===== config.mk =====
export PLATFORM = sky130hd
export DESIGN_NAME = humidity_temp_frame_checker_filter
export DESIGN_NICKNAME = d
export VERILOG_FILES = /design/src/hw/rtl/htfc_pkg.sv /design/src/hw/rtl/humidity_temp_frame_checker_filter.sv
export SDC_FILE = /design/constraint.sdc
export NUM_CORES = 2
export LEC_CHECK = 0
export ABC_AREA = 1
export BUFFER_PORTS_ARGS = -buffer_cell sky130_fd_sc_hd__buf_2
export CAP_MARGIN = 30
export CORE_UTILIZATION = 45
export CTS_CLUSTER_DIAMETER = 60
export CTS_CLUSTER_SIZE = 28
export DETAILED_ROUTE_END_ITERATION = 7
export GPL_TIMING_DRIVEN = 1
export PLACE_DENSITY_LB_ADDON = 0.05
export SYNTH_ARGS = -nofsm -noshare
export SYNTH_HDL_FRONTEND = slang
export SYNTH_SLANG_ARGS = --single-unit

===== constraint.sdc =====
create_clock -name clk -period 4.5 [get_ports clk]
set_clock_uncertainty 0.2 [all_clocks]
set_input_delay 0 -clock clk [delete_from_list [all_inputs] [get_ports clk]]
set_output_delay 0 -clock clk [all_outputs]
set_load 0.01 [all_outputs]

===== src/hw/rtl/htfc_pkg.sv =====
package htfc_pkg;

  // CRC-8 over a two-byte word, MSB first, no final xor.
  localparam logic [7:0] CRC_POLY = 8'h31;
  localparam logic [7:0] CRC_INIT = 8'hFF;

  // Scale factors: 1750 and 1000 tenths, each with 8 fraction bits.
  localparam logic [18:0] TEMP_SCALE  = 19'd448000;
  localparam logic [17:0] HUM_SCALE   = 18'd256000;
  localparam logic [19:0] TEMP_OFFSET = 20'sd115200;

  // Largest samples in Q.8 tenths, used to size the running sums.
  localparam int TEMP_SAMPLE_MAX = 332800;
  localparam int HUM_SAMPLE_MAX  = 256000;

  localparam int DEFAULT_WINDOW_DEPTH = 8;

  localparam logic signed [11:0] TEMP_HIGH_RESET = 12'sd850;
  localparam logic signed [11:0] TEMP_LOW_RESET  = -12'sd400;
  localparam logic [9:0]         HUM_HIGH_RESET  = 10'd1000;
  localparam logic [9:0]         HUM_LOW_RESET   = 10'd0;

  typedef enum logic [1:0] {
    CFG_TEMP_HIGH = 2'd0,
    CFG_TEMP_LOW  = 2'd1,
    CFG_HUM_HIGH  = 2'd2,
    CFG_HUM_LOW   = 2'd3
  } cfg_reg_t;

  function automatic logic [7:0] crc8_byte(input logic [7:0] crc_in, input logic [7:0] data);
    logic [7:0] crc;
    crc = crc_in ^ data;
    for (int i = 0; i < 8; i++) begin
      crc = crc[7] ? ((crc << 1) ^ CRC_POLY) : (crc << 1);
    end
    return crc;
  endfunction

  function automatic logic [7:0] crc8_pair(input logic [7:0] b0, input logic [7:0] b1);
    return crc8_byte(crc8_byte(CRC_INIT, b0), b1);
  endfunction

endpackage


===== src/hw/rtl/humidity_temp_frame_checker_filter.sv =====
// Checked sensor-frame filter. Each item is one six-byte frame holding a raw
// temperature word and a raw humidity word, each followed by its CRC-8
// (polynomial 0x31, initial value 0xFF). When both CRCs match, the words are
// scaled to tenths of a degree and of a percent with 8 fraction bits, written
// into a circular window of WINDOW_DEPTH entries per quantity, and the window
// means (truncated toward zero) and limit alarms are returned. On a mismatch
// only crc_error is set and the last means and alarms are repeated. The block
// takes one item every cycle while in_stall is low, and each result passes
// through stages A to E and the output register. The rate is set by the
// window memories, which are read in one stage and written back in the next,
// so each slot sees one read-modify-write per item. The window starts at zero
// after reset through one valid bit per entry, so no clearing pass is needed
// and items are taken straight out of reset. Limit registers may be written at
// any time the block is idle; the configuration port is always ready.
module humidity_temp_frame_checker_filter #(
  parameter int WINDOW_DEPTH = htfc_pkg::DEFAULT_WINDOW_DEPTH
) (
  input  logic               clk,
  input  logic               rst_n,

  input  logic               in_valid,
  output logic               in_stall,
  input  logic [7:0]         in_temp_msb,
  input  logic [7:0]         in_temp_lsb,
  input  logic [7:0]         in_temp_check,
  input  logic [7:0]         in_hum_msb,
  input  logic [7:0]         in_hum_lsb,
  input  logic [7:0]         in_hum_check,

  output logic               out_valid,
  input  logic               out_stall,
  output logic signed [11:0] out_mean_temp,
  output logic [9:0]         out_mean_hum,
  output logic               out_crc_error,
  output logic               out_temp_alarm,
  output logic               out_hum_alarm,

  input  logic               cfg_valid,
  output logic               cfg_ready,
  input  logic [1:0]         cfg_index,
  input  logic [11:0]        cfg_data
);

  // Widths. The products of a 16-bit raw word and the scale factors stay
  // below 2^35; quotients by 65535 stay below 2^19.
  localparam int SLOT_W   = $clog2(WINDOW_DEPTH);
  localparam int PROD_W   = 35;
  localparam int EST_W    = 36;
  localparam int QEST_W   = EST_W - 16;
  localparam int REM_W    = 37;
  localparam int Q_W      = 19;
  localparam int TS_W     = 20;
  localparam int HS_W     = 18;
  localparam int TSUM_W   = $clog2(WINDOW_DEPTH * htfc_pkg::TEMP_SAMPLE_MAX + 1) + 1;
  localparam int HSUM_W   = $clog2(WINDOW_DEPTH * htfc_pkg::HUM_SAMPLE_MAX + 1);

  // Mean = floor((|sum| >> 8) / WINDOW_DEPTH). The shifted magnitude stays
  // below 2^MAG_W, and the division is a multiply by a rounded-up reciprocal
  // which is exact over that range.
  localparam int MAG_W    = 17;
  localparam int RECIP_SH = MAG_W + $clog2(WINDOW_DEPTH);
  localparam int RECIP_W  = MAG_W + 1;
  localparam longint unsigned RECIP =
    ((64'd1 << RECIP_SH) + WINDOW_DEPTH - 1) / WINDOW_DEPTH;
  localparam int MPROD_W  = MAG_W + RECIP_W;
  localparam int TMAG_W   = 11;
  localparam int HMEAN_W  = 10;

  localparam logic [SLOT_W-1:0] LAST_SLOT = SLOT_W'(WINDOW_DEPTH - 1);

  // Division of a product by 65535: x/65535 = x/2^16 * (1 + 2^-16 + 2^-32 ...).
  // The estimate is at most one short, which the remainder test corrects.
  function automatic logic [QEST_W-1:0] div_est(input logic [PROD_W-1:0] x);
    logic [EST_W-1:0] acc;
    acc = EST_W'(x) + EST_W'(x >> 16) + EST_W'(x >> 32);
    return acc[EST_W-1:16];
  endfunction

  function automatic logic [Q_W-1:0] div_fix(input logic [PROD_W-1:0] x,
                                             input logic [QEST_W-1:0] q1);
    logic [REM_W-1:0] rem;
    logic [QEST_W-1:0] q;
    rem = REM_W'(x) + REM_W'(q1) - (REM_W'(q1) << 16);
    q   = (rem >= REM_W'(17'd65535)) ? q1 + QEST_W'(1) : q1;
    return Q_W'(q);
  endfunction

  // ---------------------------------------------------------------------
  // Limit registers.
  // ---------------------------------------------------------------------
  logic signed [11:0] temp_high_r, temp_low_r;
  logic [9:0]         hum_high_r, hum_low_r;

  assign cfg_ready = 1'b1;

  always_ff @(posedge clk) begin
    if (!rst_n) begin
      temp_high_r <= htfc_pkg::TEMP_HIGH_RESET;
      temp_low_r  <= htfc_pkg::TEMP_LOW_RESET;
      hum_high_r  <= htfc_pkg::HUM_HIGH_RESET;
      hum_low_r   <= htfc_pkg::HUM_LOW_RESET;
    end else if (cfg_valid && cfg_ready) begin
      case (htfc_pkg::cfg_reg_t'(cfg_index))
        htfc_pkg::CFG_TEMP_HIGH: temp_high_r <= $signed(cfg_data);
        htfc_pkg::CFG_TEMP_LOW:  temp_low_r  <= $signed(cfg_data);
        htfc_pkg::CFG_HUM_HIGH:  hum_high_r  <= cfg_data[9:0];
        htfc_pkg::CFG_HUM_LOW:   hum_low_r   <= cfg_data[9:0];
        default: ;
      endcase
    end
  end

  // ---------------------------------------------------------------------
  // Pipeline flow. Each stage holds one item and moves on when the stage
  // after it is empty or moving, so bubbles close up behind a stalled
  // output register.
  // ---------------------------------------------------------------------
  logic a_v_r, b_v_r, c_v_r, d_v_r, e_v_r, out_valid_r;
  logic a_rdy, b_rdy, c_rdy, d_rdy, e_rdy, out_rdy;
  logic mv_in, mv_a, mv_b, mv_c, mv_d, mv_e;

  assign out_rdy = !out_valid_r || !out_stall;
  assign e_rdy   = !e_v_r || out_rdy;
  assign d_rdy   = !d_v_r || e_rdy;
  assign c_rdy   = !c_v_r || d_rdy;
  assign b_rdy   = !b_v_r || c_rdy;
  assign a_rdy   = !a_v_r || b_rdy;

  assign in_stall = !a_rdy;
  assign mv_in    = in_valid && a_rdy;
  assign mv_a     = a_v_r && b_rdy;
  assign mv_b     = b_v_r && c_rdy;
  assign mv_c     = c_v_r && d_rdy;
  assign mv_d     = d_v_r && e_rdy;
  assign mv_e     = e_v_r && out_rdy;

  always_ff @(posedge clk) begin
    if (!rst_n) begin
      a_v_r       <= 1'b0;
      b_v_r       <= 1'b0;
      c_v_r       <= 1'b0;
      d_v_r       <= 1'b0;
      e_v_r       <= 1'b0;
      out_valid_r <= 1'b0;
    end else begin
      if (a_rdy)   a_v_r       <= in_valid;
      if (b_rdy)   b_v_r       <= a_v_r;
      if (c_rdy)   c_v_r       <= b_v_r;
      if (d_rdy)   d_v_r       <= c_v_r;
      if (e_rdy)   e_v_r       <= d_v_r;
      if (out_rdy) out_valid_r <= e_v_r;
    end
  end

  // ---------------------------------------------------------------------
  // Accept: CRC check, constant multiplies and slot assignment. A frame
  // that fails the check takes no slot.
  // ---------------------------------------------------------------------
  logic              crc_ok;
  logic [15:0]       traw, hraw;
  logic [SLOT_W-1:0] slot_r;

  assign crc_ok = (htfc_pkg::crc8_pair(in_temp_msb, in_temp_lsb) == in_temp_check) &&
                  (htfc_pkg::crc8_pair(in_hum_msb, in_hum_lsb) == in_hum_check);
  assign traw   = {in_temp_msb, in_temp_lsb};
  assign hraw   = {in_hum_msb, in_hum_lsb};

  always_ff @(posedge clk) begin
    if (!rst_n) begin
      slot_r <= '0;
    end else if (mv_in && crc_ok) begin
      slot_r <= (slot_r == LAST_SLOT) ? '0 : slot_r + SLOT_W'(1);
    end
  end

  logic              a_err_r;
  logic [PROD_W-1:0] a_tprod_r, a_hprod_r;
  logic [SLOT_W-1:0] a_slot_r;

  always_ff @(posedge clk) begin
    if (mv_in) begin
      a_err_r   <= !crc_ok;
      a_tprod_r <= PROD_W'(traw) * PROD_W'(htfc_pkg::TEMP_SCALE);
      a_hprod_r <= PROD_W'(hraw) * PROD_W'(htfc_pkg::HUM_SCALE);
      a_slot_r  <= slot_r;
    end
  end

  // ---------------------------------------------------------------------
  // Stage A: quotient estimates, and the read of the old window entries.
  // An entry not yet written since reset reads as zero through its valid
  // bit. The entry that a later item reads was written back by an item at
  // least two places ahead, so the read never overlaps its write.
  // ---------------------------------------------------------------------
  logic [TS_W-1:0]         temp_mem [WINDOW_DEPTH];
  logic [HS_W-1:0]         hum_mem  [WINDOW_DEPTH];
  logic [WINDOW_DEPTH-1:0] ent_vld_r;

  logic              b_err_r;
  logic [PROD_W-1:0] b_tprod_r, b_hprod_r;
  logic [QEST_W-1:0] b_tq1_r, b_hq1_r;
  logic [SLOT_W-1:0] b_slot_r;
  logic              b_old_vld_r;
  logic [TS_W-1:0]   b_told_raw_r;
  logic [HS_W-1:0]   b_hold_raw_r;

  always_ff @(posedge clk) begin
    if (mv_a) begin
      b_err_r      <= a_err_r;
      b_tprod_r    <= a_tprod_r;
      b_hprod_r    <= a_hprod_r;
      b_tq1_r      <= div_est(a_tprod_r);
      b_hq1_r      <= div_est(a_hprod_r);
      b_slot_r     <= a_slot_r;
      b_old_vld_r  <= ent_vld_r[a_slot_r];
      b_told_raw_r <= temp_mem[a_slot_r];
      b_hold_raw_r <= hum_mem[a_slot_r];
    end
  end

  // ---------------------------------------------------------------------
  // Stage B: final samples, written back into the window.
  // ---------------------------------------------------------------------
  logic signed [TS_W-1:0] b_ts;
  logic [HS_W-1:0]        b_hs;
  logic                   b_wr;

  assign b_ts = $signed(TS_W'(div_fix(b_tprod_r, b_tq1_r))) - $signed(htfc_pkg::TEMP_OFFSET);
  assign b_hs = HS_W'(div_fix(b_hprod_r, b_hq1_r));
  assign b_wr = mv_b && !b_err_r;

  always_ff @(posedge clk) begin
    if (b_wr) begin
      temp_mem[b_slot_r] <= b_ts;
      hum_mem[b_slot_r]  <= b_hs;
    end
  end

  always_ff @(posedge clk) begin
    if (!rst_n) begin
      ent_vld_r <= '0;
    end else if (b_wr) begin
      ent_vld_r[b_slot_r] <= 1'b1;
    end
  end

  logic                   c_err_r;
  logic signed [TS_W-1:0] c_ts_r, c_told_r;
  logic [HS_W-1:0]        c_hs_r, c_hold_r;

  always_ff @(posedge clk) begin
    if (mv_b) begin
      c_err_r  <= b_err_r;
      c_ts_r   <= b_ts;
      c_hs_r   <= b_hs;
      c_told_r <= b_old_vld_r ? $signed(b_told_raw_r) : '0;
      c_hold_r <= b_old_vld_r ? b_hold_raw_r : '0;
    end
  end

  // ---------------------------------------------------------------------
  // Stage C: running sums, updated as each good item leaves.
  // ---------------------------------------------------------------------
  logic signed [TSUM_W-1:0] tsum_r, tsum_nxt;
  logic [HSUM_W-1:0]        hsum_r, hsum_nxt;

  assign tsum_nxt = tsum_r + TSUM_W'(c_ts_r) - TSUM_W'(c_told_r);
  assign hsum_nxt = hsum_r + HSUM_W'(c_hs_r) - HSUM_W'(c_hold_r);

  always_ff @(posedge clk) begin
    if (!rst_n) begin
      tsum_r <= '0;
      hsum_r <= '0;
    end else if (mv_c && !c_err_r) begin
      tsum_r <= tsum_nxt;
      hsum_r <= hsum_nxt;
    end
  end

  logic                     d_err_r;
  logic signed [TSUM_W-1:0] d_tsum_r;
  logic [HSUM_W-1:0]        d_hsum_r;

  always_ff @(posedge clk) begin
    if (mv_c) begin
      d_err_r  <= c_err_r;
      d_tsum_r <= tsum_nxt;
      d_hsum_r <= hsum_nxt;
    end
  end

  // ---------------------------------------------------------------------
  // Stage D: magnitude and reciprocal multiply. Truncation toward zero is
  // the floor of the magnitude with the sign put back afterwards.
  // ---------------------------------------------------------------------
  logic              d_tneg;
  logic [TSUM_W-1:0] d_tmag;
  logic [MAG_W-1:0]  d_tmag_sh, d_hmag_sh;

  assign d_tneg    = d_tsum_r[TSUM_W-1];
  assign d_tmag    = d_tneg ? TSUM_W'(-d_tsum_r) : TSUM_W'(d_tsum_r);
  assign d_tmag_sh = MAG_W'(d_tmag >> 8);
  assign d_hmag_sh = MAG_W'(d_hsum_r >> 8);

  logic               e_err_r;
  logic               e_tneg_r;
  logic [MPROD_W-1:0] e_tprod_r, e_hprod_r;

  always_ff @(posedge clk) begin
    if (mv_d) begin
      e_err_r   <= d_err_r;
      e_tneg_r  <= d_tneg;
      e_tprod_r <= MPROD_W'(d_tmag_sh) * MPROD_W'(RECIP_W'(RECIP));
      e_hprod_r <= MPROD_W'(d_hmag_sh) * MPROD_W'(RECIP_W'(RECIP));
    end
  end

  // ---------------------------------------------------------------------
  // Stage E: means and alarms into the output register. A failed frame
  // repeats the held results of the last good frame.
  // ---------------------------------------------------------------------
  logic [TMAG_W-1:0]   e_tq;
  logic signed [11:0]  e_mean_t;
  logic [HMEAN_W-1:0]  e_mean_h;
  logic                e_talm, e_halm;

  assign e_tq     = TMAG_W'(e_tprod_r >> RECIP_SH);
  assign e_mean_t = e_tneg_r ? -$signed({1'b0, e_tq}) : $signed({1'b0, e_tq});
  assign e_mean_h = HMEAN_W'(e_hprod_r >> RECIP_SH);
  assign e_talm   = (e_mean_t > temp_high_r) || (e_mean_t < temp_low_r);
  assign e_halm   = (e_mean_h > hum_high_r) || (e_mean_h < hum_low_r);

  logic signed [11:0] held_mean_t_r;
  logic [9:0]         held_mean_h_r;
  logic               held_talm_r, held_halm_r;

  always_ff @(posedge clk) begin
    if (!rst_n) begin
      held_mean_t_r <= '0;
      held_mean_h_r <= '0;
      held_talm_r   <= 1'b0;
      held_halm_r   <= 1'b0;
    end else if (mv_e && !e_err_r) begin
      held_mean_t_r <= e_mean_t;
      held_mean_h_r <= e_mean_h;
      held_talm_r   <= e_talm;
      held_halm_r   <= e_halm;
    end
  end

  logic signed [11:0] out_mean_t_r;
  logic [9:0]         out_mean_h_r;
  logic               out_err_r, out_talm_r, out_halm_r;

  always_ff @(posedge clk) begin
    if (mv_e) begin
      out_err_r <= e_err_r;
      if (e_err_r) begin
        out_mean_t_r <= held_mean_t_r;
        out_mean_h_r <= held_mean_h_r;
        out_talm_r   <= held_talm_r;
        out_halm_r   <= held_halm_r;
      end else begin
        out_mean_t_r <= e_mean_t;
        out_mean_h_r <= e_mean_h;
        out_talm_r   <= e_talm;
        out_halm_r   <= e_halm;
      end
    end
  end

  assign out_valid      = out_valid_r;
  assign out_mean_temp  = out_mean_t_r;
  assign out_mean_hum   = out_mean_h_r;
  assign out_crc_error  = out_err_r;
  assign out_temp_alarm = out_talm_r;
  assign out_hum_alarm  = out_halm_r;

endmodule


==> impl_metrics.tcl <==
set metrics [dict create \
    async_reset_ff_share_pct 0 \
    initial_utilization_pct 45.6 \
    synth_top_area_share_pct 41.0 \
    dieWidth_um 327 \
    syn-num-nets 5619 \
    wirelength_um 120000 \
    wire_per_inst_um 17.2 \
    final_nets 6110 \
    required_ps 4710 \
    vdd_ir_drop_max_mv 0.298 \
    rr_startpoint "b_tq1_r[3]" \
    synth.distinct_cells 65 \
    netlist_area_um2 47400 \
    ys_ff_latch 776 \
    cts_tree "done" \
    yosysMostFrequentCell "inv_1" \
    synthTopCellsByArea "edfxtp_1 (41%), ha_1 (9.9%), fa_1 (6.8%), inv_1 (6.8%), nand2_1 (6.2%)" \
    synth_edf_count 647 \
    crit_path_start "b_tq1_r[3]" \
    firstDrtPassIters 5 \
    cp.arrival_ps 4540 \
    worst_pin_slew_ps 1060 \
    synthMuxAreaShare_pct 0 \
    drc 0 \
    slew_violations 0 \
    utilization_pct 54.2 \
    row_count 118 \
    syn-mean-instance-area_um2 9.46 \
    antenna_found_initial 2 \
    die-area_um2 107000 \
    crit_path_start_kind "flop" \
    worstHoldStart "cfg_data[5]" \
    path_class "reg2reg" \
    syn_to_final_growth_pct 18.7 \
    dr_total_vias 34500 \
    synth_simple_gate_area_share_pct 14.3 \
    grt.total_usage_pct 22.4 \
    fin_crit_ps 4320 \
    synth_fa_ha_area_share_pct 16.8 \
    path_clk_slew_ps 80 \
    seq_area_frac_synth_pct 46.4 \
    cts_buffers 68 \
    swShare_pct 38.5 \
    comb_power_share_pct 46.2 \
    seqPwrFrac_pct 32.2 \
    seq_area_um2 22000 \
    max_slew_margin_pct 29.4 \
    place.gp.congestion 0.881 \
    coreArea_um2 104000 \
    holdWs_ps 35.8 \
    place_worst_setup_slack_ps -332 \
    grt_overflow_total 0 \
    maxCapViolations 0 \
    synth_top_family_by_area "adder cells" \
    grt_pass1_wl_um 187000 \
    die_height_um 327 \
    drt_iter0_markers 2340 \
    power_leakage_uw 0.0249 \
    fin_setup_tns_ps 0 \
    synth_top_cells_by_count "inv_1 (862), nand2_1 (777), edfxtp_1 (647), nor2_1 (530), ha_1 (376)" \
    cts.path.max_buffers 3 \
    final-hold-violation-count 0 \
    critPathMaxFanout 7 \
    intPower_uw 18100 \
    synthXorXnorAreaFrac_pct 4.72 \
    synth_flop_cell "edfxtp_1" \
    setup_viol 0 \
    hp-class "in2reg" \
    timing.final.ws_setup_ps 176 \
    power.density_nw_per_um2 522 \
    post-route-period-util_pct 96.1 \
    switchingPower_uw 11300 \
    portBuffers 93 \
    drtAntennaViolNets 0 \
    drive_gt1_share_pct 14.7 \
    run_status "completed" \
    max_stage_delay_ps 540 \
    synth-compound-area-share_pct 9.92 \
    grt_max_degree 158 \
    synth_top_area_cell "edfxtp_1" \
    antenna_cells 0 \
    crit_path_end_kind "flop" \
    p_clk_share_pct 21.5 \
    cts.sinks 776 \
    htree_levels 3 \
    cp_slowest_cell "fa_2" \
    grt_pass1_vias 33500 \
    ioPinCount 95 \
    insertion_delay_ps 640 \
    ys_warn_count 0 \
    root_buffer "clkbuf_16" \
    dpl.hpwl_um 87400 \
    synth_cells 5014 \
    viasPerCell 4.97 \
    multi_input_area_um2 22600 \
    fill_cells 9559 \
    fmaxAchievable_ghz 0.231 \
]
cell usage in the layout (no fill, tap or decap), types with 14 or more instances in the layout:
master and count:
nand3_1 127, nand4_1 56, ha_1 357, nand2_1 740, dfxtp_1 129, inv_1 844
buf_12 22, clkbuf_16 69, ha_4 18, o211ai_1 22, buf_2 91, inv_2 21
fa_1 161, nor3_1 35, o21ai_1 17, xor2_1 152, nand3b_1 22, buf_4 339
nor2_4 25, a21oi_2 28, edfxtp_1 647, inv_6 14, a21oi_1 270, xnor2_1 71
nor2_2 26, o22ai_1 39, dlygate4sd3_1 72, nor2_1 493, nand2_2 46, o21ai_0 337
a31oi_1 51
path summary, 6_finish.rpt:
kind	to	slack, ps	cells after the start
setup / recovery	temp_mem[4][19]	180	29
hold / removal	temp_high_r[5]	40	4
setup reg to reg	temp_mem[4][19]	180	29
hold reg to reg	b_err_r	220	0
per-layer routing:
metal	part of all wire, %	GRT usage, %	routed length (um)
met2	46	36.0	54700
met3	4.8	3.35	5760
met4	2.3	6.13	2720
met1	47	31.4	56300
met5	0	0	0
cell type report:
type | instances | area share [%]
inverter | 869 | 5.82
clock buffer | 73 | 3.09
sequential | 776 | 39.1
tap | 1380 | 3.07
multi-input combinational | 3258 | 40.1
clock inverter | 51 | 1.21
timing repair buffer | 532 | 7.57
repair_timing:
action / in CTS / in global routing
endpoints found under the setup margin: 63 / 255
pin swaps: 2 / 34
setup buffers: 4 / 13
hold endpoints to repair: 166 / 3
gates cloned: 0 / 3
hold buffers: 70 / 3
gates resized for setup: 20 / 188
sequential cells by signal, summed over array words and instances (netlist names), 11 cells and up:
name and flops:
c_ts_r 20, hum_mem 144, b_told_raw_r 20, b_hprod_r 23, b_hold_raw_r 18, d_tsum_r 23, a_hprod_r 23, a_tprod_r 26
tsum_r 23, b_hq1_r 19, e_tprod_r 11, temp_low_r 12, held_mean_t_r 12, c_hs_r 18, hsum_r 21, c_hold_r 18
temp_high_r 12, temp_mem 160, out_mean_temp 12, b_tq1_r 20, b_tprod_r 26, c_told_r 20
metrics by stage:
stage          instances  area (um2)  total power [uW]
2_1_floorplan       5014       47400             17500
3_3_place_gp        6723       52100             22300
3_5_place_dp        6723       52100             22300
4_1_cts             6921       55400             28800
5_1_grt             6939       56300             31600
6_report            6939       56300             29400
kinds of logic after synthesis:
logic type,count (synthesis)
buffers and inverters,981
adders and majority gates,538
DFF,776
AOI/OAI and AO/OA,852
other,1
and+or+nand+nor,1622
xor gates and xnor gates,244
power by group through the flow:
| stage | sequential, uW | combinational, uW | clock (uW) |
|---|---|---|---|
| after CTS | 9470 | 12900 | 6470 |
| final | 9470 | 13600 | 6320 |
| after floorplan | 9430 | 8070 | 0 |
| after detailed placement | 9630 | 12700 | 0 |
| after global routing | 9520 | 15300 | 6730 |
| after global placement | 9630 | 12700 | 0 |
critical path, delay by kind of cell, from the launching register on:
| family | cells | cell delay, ps |
|---|---|---|
| simple gates | 18 | 1620 |
| fa+ha+maj | 2 | 800 |
| buf+inv | 8 | 970 |
| flops | 1 | 410 |
| compound gates | 1 | 140 |
No activity file was read; power rests on OpenSTA's default activity.
